--- src/ibtd_pkg.sv ---
package ibtd_pkg;

  localparam int KEY_COUNT    = 512;
  localparam int BUTTON_COUNT = 8;
  localparam int BIND_COUNT   = 6;

  localparam int WORD_COUNT = 6;
  localparam int WORD_W     = 56;
  localparam int WORD_AW    = 3;
  localparam int CFG_AW     = 3;
  localparam int TIMER_W    = 24;
  localparam int DT_W       = 20;
  localparam int MASK_W     = 6;
  localparam int CODE_W     = 9;
  localparam int BTN_W      = 3;
  localparam int BTN_SLOTS  = 8;

  // key bitmaps are kept as rows of 32 bits
  localparam int ROW_W    = 32;
  localparam int BIT_AW   = 5;
  localparam int KEY_ROWS = (KEY_COUNT + ROW_W - 1) / ROW_W;
  localparam int ROW_AW   = (KEY_ROWS > 1) ? $clog2(KEY_ROWS) : 1;
  localparam int CP_W     = $clog2(KEY_ROWS + 1);
  localparam int BIND_AW  = (BIND_COUNT > 1) ? $clog2(BIND_COUNT) : 1;

  localparam logic [CFG_AW-1:0] REG_DWIN = 3'd6;
  localparam logic [TIMER_W-1:0] DWIN_RESET = 24'd200000;

  localparam logic [1:0] FUNC_KEY   = 2'd0;
  localparam logic [1:0] FUNC_BTN   = 2'd1;
  localparam logic [1:0] FUNC_FRAME = 2'd2;

  localparam logic [1:0] ACT_RELEASE = 2'd0;
  localparam logic [1:0] ACT_PRESS   = 2'd1;

  localparam logic [1:0] TRIG_PRESS   = 2'd0;
  localparam logic [1:0] TRIG_RELEASE = 2'd1;
  localparam logic [1:0] TRIG_HELD    = 2'd2;
  localparam logic [1:0] TRIG_DOUBLE  = 2'd3;

  localparam int EN_BIT = 26;

  typedef struct packed {
    logic [TIMER_W-1:0] timeout;
    logic               en;
    logic [1:0]         trig;
    logic               mod_en;
    logic [CODE_W-1:0]  mod;
    logic               btn_en;
    logic [BTN_W-1:0]   btn;
    logic               key_en;
    logic [CODE_W-1:0]  key;
  } binding_t;

  typedef enum logic [1:0] {
    ALU_SUB_SAT,
    ALU_ADD_SAT,
    ALU_LT
  } alu_op_t;

  typedef struct packed {
    alu_op_t            op;
    logic [TIMER_W-1:0] a;
    logic [TIMER_W-1:0] b;
  } alu_req_t;

  typedef struct packed {
    logic [TIMER_W-1:0] value;
    logic               flag;
  } alu_res_t;

  typedef struct packed {
    logic              rd;
    logic [ROW_AW-1:0] row_a;
    logic [ROW_AW-1:0] row_b;
    logic [ROW_AW-1:0] row_bef;
    logic              wr_now;
    logic [ROW_AW-1:0] now_row;
    logic [ROW_W-1:0]  now_data;
    logic              wr_bef;
    logic [ROW_AW-1:0] bef_row;
    logic [ROW_W-1:0]  bef_data;
  } km_req_t;

  typedef struct packed {
    logic [ROW_W-1:0] now_a;
    logic [ROW_W-1:0] now_b;
    logic [ROW_W-1:0] bef;
  } km_rd_t;

  typedef enum logic [2:0] {
    ST_IDLE,
    ST_KWR,
    ST_WIN,
    ST_CMP,
    ST_ADD,
    ST_COPY,
    ST_DONE
  } state_t;

  function automatic binding_t unpack_binding(input logic [WORD_W-1:0] w);
    binding_t b;
    b.key     = w[8:0];
    b.key_en  = w[9];
    b.btn     = w[12:10];
    b.btn_en  = w[13];
    b.mod     = w[22:14];
    b.mod_en  = w[23];
    b.trig    = w[25:24];
    b.en      = w[26];
    b.timeout = w[55:32];
    return b;
  endfunction

  function automatic logic key_in_range(input logic [CODE_W-1:0] code);
    return 10'(code) < 10'(KEY_COUNT);
  endfunction

  function automatic logic btn_in_range(input logic [CODE_W-1:0] code);
    return 10'(code) < 10'(BUTTON_COUNT);
  endfunction

  function automatic logic [ROW_AW-1:0] key_row(input logic [CODE_W-1:0] code);
    return ROW_AW'(code >> BIT_AW);
  endfunction

  function automatic logic edge_hit(input logic [1:0] trig, input logic now,
                                    input logic bef);
    logic r;
    unique case (trig)
      TRIG_RELEASE: r = !now && bef;
      TRIG_HELD:    r = now;
      default:      r = now && !bef;
    endcase
    return r;
  endfunction

endpackage

--- src/ibtd_alu.sv ---
module ibtd_alu (
  input  ibtd_pkg::alu_req_t req,
  output ibtd_pkg::alu_res_t res
);
  import ibtd_pkg::*;

  logic [TIMER_W-1:0] b_eff;
  logic               cin;
  logic [TIMER_W:0]   sum;
  logic               borrow;

  // one 24-bit adder, b inverted for the subtract and compare ops
  always_comb begin
    b_eff  = (req.op == ALU_ADD_SAT) ? req.b : ~req.b;
    cin    = (req.op != ALU_ADD_SAT);
    sum    = {1'b0, req.a} + {1'b0, b_eff} + {{TIMER_W{1'b0}}, cin};
    borrow = !sum[TIMER_W];
  end

  always_comb begin
    unique case (req.op)
      ALU_ADD_SAT: begin
        res.value = sum[TIMER_W] ? '1 : sum[TIMER_W-1:0];
        res.flag  = sum[TIMER_W];
      end
      ALU_SUB_SAT: begin
        res.value = borrow ? '0 : sum[TIMER_W-1:0];
        res.flag  = borrow;
      end
      ALU_LT: begin
        res.value = sum[TIMER_W-1:0];
        res.flag  = borrow;
      end
      default: begin
        res.value = '0;
        res.flag  = 1'b0;
      end
    endcase
  end

endmodule

--- src/ibtd_keymap.sv ---
module ibtd_keymap (
  input  logic              clk,
  input  logic              rst,
  input  ibtd_pkg::km_req_t req,
  output ibtd_pkg::km_rd_t  rd
);
  import ibtd_pkg::*;

  logic [ROW_W-1:0]    now_mem [KEY_ROWS];
  logic [ROW_W-1:0]    bef_mem [KEY_ROWS];
  logic [KEY_ROWS-1:0] now_vld;
  logic [KEY_ROWS-1:0] bef_vld;
  logic [ROW_W-1:0]    a_q;
  logic [ROW_W-1:0]    b_q;
  logic [ROW_W-1:0]    c_q;
  logic                a_v;
  logic                b_v;
  logic                c_v;

  always_ff @(posedge clk) begin
    if (req.wr_now) begin
      now_mem[req.now_row] <= req.now_data;
    end
    if (req.wr_bef) begin
      bef_mem[req.bef_row] <= req.bef_data;
    end
  end

  always_ff @(posedge clk) begin
    if (req.rd) begin
      a_q <= now_mem[req.row_a];
      b_q <= now_mem[req.row_b];
      c_q <= bef_mem[req.row_bef];
    end
  end

  // a row never written since reset reads as all keys up
  always_ff @(posedge clk) begin
    if (rst) begin
      now_vld <= '0;
      bef_vld <= '0;
      a_v     <= 1'b0;
      b_v     <= 1'b0;
      c_v     <= 1'b0;
    end else begin
      if (req.wr_now) begin
        now_vld[req.now_row] <= 1'b1;
      end
      if (req.wr_bef) begin
        bef_vld[req.bef_row] <= 1'b1;
      end
      if (req.rd) begin
        a_v <= now_vld[req.row_a];
        b_v <= now_vld[req.row_b];
        c_v <= bef_vld[req.row_bef];
      end
    end
  end

  assign rd.now_a = a_v ? a_q : '0;
  assign rd.now_b = b_v ? b_q : '0;
  assign rd.bef   = c_v ? c_q : '0;

endmodule

--- src/input_binding_trigger_detector.sv ---
// Input binding trigger detector.
// Input channel (in_valid/in_ready): one beat carries func, index, action and
// elapsed_us. Key and mouse button beats update the current bitmaps and give
// no result. A frame beat checks every enabled binding in order and gives one
// fired_mask beat on the output channel (out_valid/out_ready).
// Config channel (cfg_valid/cfg_ready, always ready): cfg_index 0..5 writes a
// binding word, 6 writes the double-press window; other indexes are dropped.
// Write config only while the block is idle.
// Steps: a button beat is done on acceptance; a key beat adds a write step
// (read-modify-write of a 32-key row). A frame runs a window step per binding,
// a trigger check and, while a cooldown runs, an add step if enabled, then
// the row copy and a done step. Each binding steps its timers through one
// shared 24-bit adder; the previous-key map is refreshed one row per cycle.
// The block is not ready while a beat is being worked on. A finished mask
// sits in the output register; if a second frame finishes before it is taken,
// the block holds in its last step until out_ready.
// Reset (rst, synchronous) clears bitmaps and timers (cooldowns read as
// elapsed) and restores register defaults; there is no clearing pass.
module input_binding_trigger_detector (
  input  logic                          clk,
  input  logic                          rst,
  input  logic                          in_valid,
  output logic                          in_ready,
  input  logic [1:0]                    func,
  input  logic [ibtd_pkg::CODE_W-1:0]   index,
  input  logic [1:0]                    action,
  input  logic [ibtd_pkg::DT_W-1:0]     elapsed_us,
  output logic                          out_valid,
  input  logic                          out_ready,
  output logic [ibtd_pkg::MASK_W-1:0]   fired_mask,
  input  logic                          cfg_valid,
  output logic                          cfg_ready,
  input  logic [ibtd_pkg::CFG_AW-1:0]   cfg_index,
  input  logic [ibtd_pkg::WORD_W-1:0]   cfg_data
);
  import ibtd_pkg::*;

  state_t state, state_next;

  logic [WORD_W-1:0]     words [WORD_COUNT];
  logic [TIMER_W-1:0]    dwin;
  logic [BTN_SLOTS-1:0]  button_now;
  logic [BTN_SLOTS-1:0]  button_before;
  logic [TIMER_W-1:0]    cooldown [BIND_COUNT];
  logic [TIMER_W-1:0]    window [BIND_COUNT];
  logic [BIND_COUNT-1:0] first_seen;

  logic [BIND_AW-1:0] bi;
  logic [CP_W-1:0]    cp;
  logic [CP_W-1:0]    cp_m1;
  logic [DT_W-1:0]    dt;
  logic [MASK_W-1:0]  mask;
  logic [ROW_AW-1:0]  ev_row;
  logic [BIT_AW-1:0]  ev_bit;
  logic               ev_val;

  km_req_t  km_req;
  km_rd_t   km_rd;
  alu_req_t alu_req;
  alu_res_t alu_res;
  binding_t bw;

  logic in_acc, act_ok, key_ev, out_free, bind_last, copy_last;
  logic win_nz, cool_wait, k_now, k_bef, m_now, b_now, b_bef, gate, hit;
  logic is_double, fire_now;
  logic [TIMER_W-1:0] dt_ext;
  logic [MASK_W-1:0]  en_vec;

  ibtd_keymap u_keymap (
    .clk (clk),
    .rst (rst),
    .req (km_req),
    .rd  (km_rd)
  );

  ibtd_alu u_alu (
    .req (alu_req),
    .res (alu_res)
  );

  assign cfg_ready = 1'b1;
  assign bw        = unpack_binding(words[WORD_AW'(bi)]);
  assign in_acc    = in_valid && in_ready;
  assign act_ok    = (action == ACT_RELEASE) || (action == ACT_PRESS);
  assign key_ev    = (func == FUNC_KEY) && act_ok && key_in_range(index);
  assign out_free  = !out_valid || out_ready;
  assign bind_last = (bi == BIND_AW'(BIND_COUNT - 1));
  assign copy_last = (cp == CP_W'(KEY_ROWS));
  assign cp_m1     = cp - CP_W'(1);
  assign dt_ext    = TIMER_W'(dt);
  assign win_nz    = |window[bi];
  assign cool_wait = (bw.timeout != '0) && alu_res.flag;
  assign is_double = (bw.trig == TRIG_DOUBLE);

  // trigger check on the rows read during the window step
  always_comb begin
    k_now = key_in_range(bw.key) && km_rd.now_a[bw.key[BIT_AW-1:0]];
    k_bef = key_in_range(bw.key) && km_rd.bef[bw.key[BIT_AW-1:0]];
    m_now = key_in_range(bw.mod) && km_rd.now_b[bw.mod[BIT_AW-1:0]];
    b_now = btn_in_range(CODE_W'(bw.btn)) && button_now[bw.btn];
    b_bef = btn_in_range(CODE_W'(bw.btn)) && button_before[bw.btn];
    gate  = !bw.mod_en || m_now;
    hit   = (bw.key_en && edge_hit(bw.trig, k_now, k_bef)) ||
            (bw.btn_en && edge_hit(bw.trig, b_now, b_bef));
    fire_now = (state == ST_CMP) && !cool_wait && gate && hit &&
               (!is_double || (first_seen[bi] && win_nz));
  end

  always_comb begin
    en_vec = '0;
    for (int i = 0; i < BIND_COUNT; i++) begin
      en_vec[i] = words[i][EN_BIT];
    end
  end

  always_comb begin
    state_next = state;
    unique case (state)
      ST_IDLE: begin
        if (in_acc && func == FUNC_FRAME) begin
          state_next = ST_WIN;
        end else if (in_acc && key_ev) begin
          state_next = ST_KWR;
        end
      end
      ST_KWR: state_next = ST_IDLE;
      ST_WIN: begin
        if (bw.en) begin
          state_next = ST_CMP;
        end else if (bind_last) begin
          state_next = ST_COPY;
        end
      end
      ST_CMP: begin
        if (cool_wait) begin
          state_next = ST_ADD;
        end else begin
          state_next = bind_last ? ST_COPY : ST_WIN;
        end
      end
      ST_ADD:  state_next = bind_last ? ST_COPY : ST_WIN;
      ST_COPY: state_next = copy_last ? ST_DONE : ST_COPY;
      ST_DONE: state_next = out_free ? ST_IDLE : ST_DONE;
      default: state_next = ST_IDLE;
    endcase
  end

  always_comb begin
    in_ready        = (state == ST_IDLE);
    km_req          = '0;
    km_req.now_row  = ev_row;
    km_req.now_data = km_rd.now_a;
    km_req.bef_row  = cp_m1[ROW_AW-1:0];
    km_req.bef_data = km_rd.now_a;
    alu_req.op      = ALU_SUB_SAT;
    alu_req.a       = window[bi];
    alu_req.b       = dt_ext;
    unique case (state)
      ST_IDLE: begin
        km_req.rd    = 1'b1;
        km_req.row_a = key_row(index);
      end
      ST_KWR: begin
        km_req.wr_now           = 1'b1;
        km_req.now_data[ev_bit] = ev_val;
      end
      ST_WIN: begin
        km_req.rd      = 1'b1;
        km_req.row_a   = key_row(bw.key);
        km_req.row_b   = key_row(bw.mod);
        km_req.row_bef = key_row(bw.key);
      end
      ST_CMP: begin
        alu_req.op = ALU_LT;
        alu_req.a  = cooldown[bi];
        alu_req.b  = bw.timeout;
      end
      ST_ADD: begin
        alu_req.op = ALU_ADD_SAT;
        alu_req.a  = cooldown[bi];
      end
      ST_COPY: begin
        // read row cp, write the row read just before it (row cp - 1) into the previous-key map
        km_req.rd     = !copy_last;
        km_req.row_a  = cp[ROW_AW-1:0];
        km_req.wr_bef = (cp != '0);
      end
      ST_DONE: ;
      default: ;
    endcase
  end

  always_ff @(posedge clk) begin
    if (rst) begin
      state     <= ST_IDLE;
      bi        <= '0;
      cp        <= '0;
      out_valid <= 1'b0;
    end else begin
      state <= state_next;
      if (in_acc) begin
        bi <= '0;
        cp <= '0;
      end
      if ((state == ST_WIN && !bw.en) || (state == ST_CMP && !cool_wait) ||
          state == ST_ADD) begin
        bi <= bi + BIND_AW'(1);
      end
      if (state == ST_COPY) begin
        cp <= cp + CP_W'(1);
      end
      if (state == ST_DONE && out_free) begin
        out_valid <= 1'b1;
      end else if (out_ready) begin
        out_valid <= 1'b0;
      end
    end
  end

  always_ff @(posedge clk) begin
    if (in_acc) begin
      ev_row <= key_row(index);
      ev_bit <= index[BIT_AW-1:0];
      ev_val <= action[0];
      dt     <= elapsed_us;
      mask   <= '0;
    end else if (fire_now) begin
      mask <= mask | (MASK_W'(1) << bi);
    end
    if (state == ST_DONE && out_free) begin
      fired_mask <= mask;
    end
  end

  always_ff @(posedge clk) begin
    if (rst) begin
      for (int i = 0; i < WORD_COUNT; i++) begin
        words[i] <= '0;
      end
      dwin <= DWIN_RESET;
    end else if (cfg_valid && cfg_ready) begin
      if (cfg_index < CFG_AW'(WORD_COUNT)) begin
        words[cfg_index] <= cfg_data;
      end else if (cfg_index == REG_DWIN) begin
        dwin <= cfg_data[TIMER_W-1:0];
      end
    end
  end

  always_ff @(posedge clk) begin
    if (rst) begin
      button_now    <= '0;
      button_before <= '0;
    end else begin
      if (in_acc && func == FUNC_BTN && act_ok && btn_in_range(index)) begin
        button_now[index[BTN_W-1:0]] <= action[0];
      end
      if (state == ST_COPY && copy_last) begin
        button_before <= button_now;
      end
    end
  end

  always_ff @(posedge clk) begin
    if (rst) begin
      for (int i = 0; i < BIND_COUNT; i++) begin
        cooldown[i] <= '1;
        window[i]   <= '0;
      end
      first_seen <= '0;
    end else begin
      unique case (state)
        ST_WIN: begin
          if (bw.en && win_nz) begin
            window[bi] <= alu_res.value;
            if (alu_res.value == '0) begin
              first_seen[bi] <= 1'b0;
            end
          end
        end
        ST_CMP: begin
          if (!cool_wait && gate && hit) begin
            if (!is_double) begin
              cooldown[bi] <= '0;
            end else if (!first_seen[bi]) begin
              first_seen[bi] <= 1'b1;
              window[bi]     <= dwin;
            end else if (win_nz) begin
              first_seen[bi] <= 1'b0;
              window[bi]     <= '0;
              cooldown[bi]   <= '0;
            end
          end
        end
        ST_ADD: cooldown[bi] <= alu_res.value;
        default: ;
      endcase
    end
  end

  a_reset_idle: assert property (@(posedge clk)
    rst |=> (state == ST_IDLE) && !out_valid)
    else $error("block not idle after reset");

  a_cmp_after_win: assert property (@(posedge clk) disable iff (rst)
    (state == ST_CMP) |-> ($past(state) == ST_WIN))
    else $error("trigger check without window step");

  a_window_marked: assert property (@(posedge clk) disable iff (rst)
    (state == ST_CMP) |-> (window[bi] == '0 || first_seen[bi]))
    else $error("double-press window running without first press");

  a_mask_enabled: assert property (@(posedge clk) disable iff (rst)
    (state == ST_DONE && out_free) |=> out_valid && ((fired_mask & ~en_vec) == '0))
    else $error("disabled binding reported as fired");

endmodule

--- config.mk ---
export PLATFORM = sky130hd
export DESIGN_NAME = input_binding_trigger_detector
export DESIGN_NICKNAME = d
export VERILOG_FILES = /design/src/ibtd_pkg.sv /design/src/ibtd_alu.sv /design/src/ibtd_keymap.sv /design/src/input_binding_trigger_detector.sv
export SDC_FILE = /design/constraint.sdc
export NUM_CORES = 2
export LEC_CHECK = 0
export BUFFER_PORTS_ARGS = -buffer_cell sky130_fd_sc_hd__buf_4
export CAP_MARGIN = 40
export CELL_PAD_IN_SITES_DETAIL_PLACEMENT = 0
export CELL_PAD_IN_SITES_GLOBAL_PLACEMENT = 1
export CORE_MARGIN = 5
export CORE_UTILIZATION = 55
export CTS_BUF_LIST = sky130_fd_sc_hd__clkbuf_8
export CTS_CLUSTER_SIZE = 30
export DETAILED_ROUTE_END_ITERATION = 6
export GPL_TIMING_DRIVEN = 0
export PLACE_DENSITY_LB_ADDON = 0.1
export RECOVER_POWER = 25
export SLEW_MARGIN = 5
export SYNTH_ARGS = -nofsm -noshare
export SYNTH_HDL_FRONTEND = slang
export SYNTH_SLANG_ARGS = --single-unit
--- constraint.sdc ---
create_clock -name clk -period 21.9 [get_ports clk]
set_clock_uncertainty 0.15 [all_clocks]
set_input_delay 2.19 -clock clk [delete_from_list [all_inputs] [get_ports clk]]
set_output_delay 2.19 -clock clk [all_outputs]
set_load 0.01 [all_outputs]
==> results.txt <==
Area growth, synth to finish - 13.1%
Yosys warning count - 0
Die Y - 420 µm
Die Wd - 420 µm
Req. time, crit path - 22.48 ns
Relative slew margins - -0.443
Final Cycle Share - 0.506
Initial Utilization - 0.554
Cell Rows - 150
status - complete, but fails checks
NetSw - 2.43 mW
Hold Buf Count CTS - 0
Critical Path End Type - flop
setup violators final - 0
clock share of power - 0.358
ys flop type - edfxtp_1
synthesized area per cell - 12.9 µm²
HP Class - reg2reg
crit path kind - reg2reg
initial drt markers - 9,118
Synth Instances - 7,174
Routed Antenna Nets - 0
drt total wl - 310,000 µm
I/O pins - 106
ys async rst share - 0
unrepaired setup endpoints after global routing - false
Flop pwr share - 0.512
Mapped Area - 0.0926 mm²
Net Sw Frac - 0.276
combinational share of power - 0.130
# Post-CTS Setup Buffers - 0
Distinct cells, synth - 90
Fill cells - 13,000
CP dominant cell by count - buf_4
clock edge transition at the registers on the reported setup and hold paths - 0.06 ns
GRT Residual Overflow - 0
overall routing resource usage - 0.344
Final min period - 11.08 ns
Int Pwr - 6.37 mW
layout cells sized above 1 - 0.143
critical path data arrival time - 11.66 ns
TritonRoute pass-1 iters - 7
Final Wtd Congestion - 0.965
slowest library cell on the worst path - buf_1
Routed WL per cell - 30.0 µm
CTS sink cnt - 2,050
CTS H-Tree Depth - 5
FMAX - 90.2 MHz
clock root cell - clkbuf_8
die area - 0.177 mm²
Buffers on Ports - 96
Vias - 66,500
HPWL Detailed - 221,000 µm
global-route wire length before repair - 437,000 µm
failing checks - capacitance limit, slew limit
clock latency on the worst-skew pair - 1.06 ns
CTS tree - yes
final hold violation count - 0
pin count of the biggest net entering global routing - 37
EDFF count, synth - 1,948
number of global-route vias before repair - 63,500
final core utilization - 0.626
core area - 0.167 mm²
register area share after synthesis - 0.654
CTS max path bufs - 4
CP Launch Type - flop
Slew Limit Fails - 282
Pwr Density - 84.0 mW/mm²
Worst Path Max Fanout - 10
sum of negative setup slack - 0 ns
Final Net Count - 8,008
VDD IR max - 0.0766 mV
via/cell ratio - 6.43
Hold WS - 0.282 ns
flops & latches, synth - 2,050
cts bufs inserted - 352
CP max stage delay - 0.76 ns
Final Cell Area - 0.105 mm²
Final Total Pwr - 8.80 mW
antenna violations before repair - 18
Slew @ Worst Pin - 2.16 ns
P_leak - 34.9 nW
post-CTS sizing - 0
DP Area - 0.0988 mm²
Remaining DRCs - 0
Max-Cap Viols - 15
placed cells by master, fill, tap and decap left out, types with 113 or more instances in the layout:
cell type	count
edfxtp_1	1948
nand2_1	1329
clkbuf_1	437
nor2_1	419
clkbuf_8	368
a211oi_1	342
and2_1	325
nand3_1	291
a21oi_1	248
a311oi_1	235
mux4_2	208
inv_1	203
a31oi_1	176
buf_4	121
mux2i_1	113
layout make-up:
type / instances / area (µm²) / share of cell area
Timing Repair Buffer: 245 / 2660 / 0.0253
Buffer: 551 / 2330 / 0.0222
Clock buffer: 368 / 5060 / 0.0483
Inverter: 86 / 323 / 0.00308
Sequential cell: 2050 / 60500 / 0.578
Clock inverter: 232 / 1080 / 0.0103
Tap cell: 2204 / 2760 / 0.0263
Multi-Input combinational cell: 4588 / 30000 / 0.286
Antenna cell: 13 / 32.5 / 0.000311
metrics by stage:
| step | cells | setup WS [ns] |
|---|---|---|
| 6_report | 10300 | 10.82 |
| 5_1_grt | 10300 | 10.54 |
| 3_3_place_gp | 9575 | 6.64 |
| 3_5_place_dp | 9715 | 11.16 |
| 4_1_cts | 10300 | 11.10 |
| 2_1_floorplan | 7275 | 12.39 |
power groups by stage:
stage / combinational, mW / sequential (mW) / clock (mW)
4_1_cts: 1.10 / 4.50 / 3.18
6_report: 1.14 / 4.50 / 3.15
3_3_place_gp: 1.05 / 4.58 / 0
5_1_grt: 1.18 / 4.51 / 3.36
3_5_place_dp: 1.10 / 4.58 / 0
2_1_floorplan: 0.603 / 4.57 / 0
final timing paths:
path	cells after the start	startpoint	to	slack [ns]
worst max register to register	32	flop	window[6][21]	10.82
worst min register to register	0	mask[4]	fired_mask[4]	0.28
worst max-delay path	32	flop	window[6][21]	10.82
worst min-delay path	0	mask[4]	fired_mask[4]	0.28
Yosys cell counts (71+ instances only):
library cell	instances	share of area
a21oi_1	248	0.013
nor2_1	432	0.018
a31oi_1	176	0.012
and2_1	357	0.024
mux2_2	79	0.0096
nand2_1	1329	0.054
a211oi_1	342	0.028
edfxtp_1	1948	0.63
clkbuf_1	412	0.017
nand3_1	291	0.016
dfxtp_1	102	0.022
inv_1	86	0.0035
mux2i_1	113	0.012
a311oi_1	236	0.022
and3_1	71	0.0048
nor3_2	81	0.0088
mux4_2	208	0.051
metal layers:
layer / routed length (µm) / vias up / global-route usage
met1: 120000 / 33000 / 0.476
li1: - / 28400 / -
met2: 138000 / 4397 / 0.516
met4: 13400 / 6 / 0.139
met5: 34 / - / 0
met3: 39100 / 706 / 0.101
cells by family (layout without fill, tap and decap cells):
| group | count (synthesis) | count (layout) | share of synthesized area |
|---|---|---|---|
| simple gates | 2784 | 2784 | 0.141 |
| flops | 2050 | 2050 | 0.654 |
| other cells | 2 | 116 | 0.0000811 |
| mux | 429 | 429 | 0.0773 |
| xor+xnor | 38 | 38 | 0.00359 |
| buf+inv | 637 | 1482 | 0.0286 |
| compound gates | 1197 | 1197 | 0.0909 |
| fa+ha+maj | 37 | 37 | 0.00508 |
worst max-delay path: cells and delay by family, from the launching register on:
| family | cells | cell delay, ns |
|---|---|---|
| DFF | 1 | 0.32 |
| adders and majority gates | 1 | 0.35 |
| buffers and inverters | 18 | 5.44 |
| AOI/OAI and AO/OA | 7 | 2.37 |
| and+or+nand+nor | 4 | 0.97 |
| muxes | 2 | 1.05 |
flip-flops by register name, summed over array words and instances, names as in the netlist, 3 cells and up, named ones only:
name,flops
u_keymap.bef_mem,512
u_keymap.now_mem,512
words,408
cooldown,192
window,192
u_keymap.a_q,32
u_keymap.b_q,32
u_keymap.c_q,32
dwin,24
dt,20
u_keymap.bef_vld,16
u_keymap.now_vld,16
button_before,8
button_now,8
fired_mask,6
mask,6
cp,5
ev_bit,5
ev_row,4
bi,3
state,3
Power figures use the tool's default switching activity.
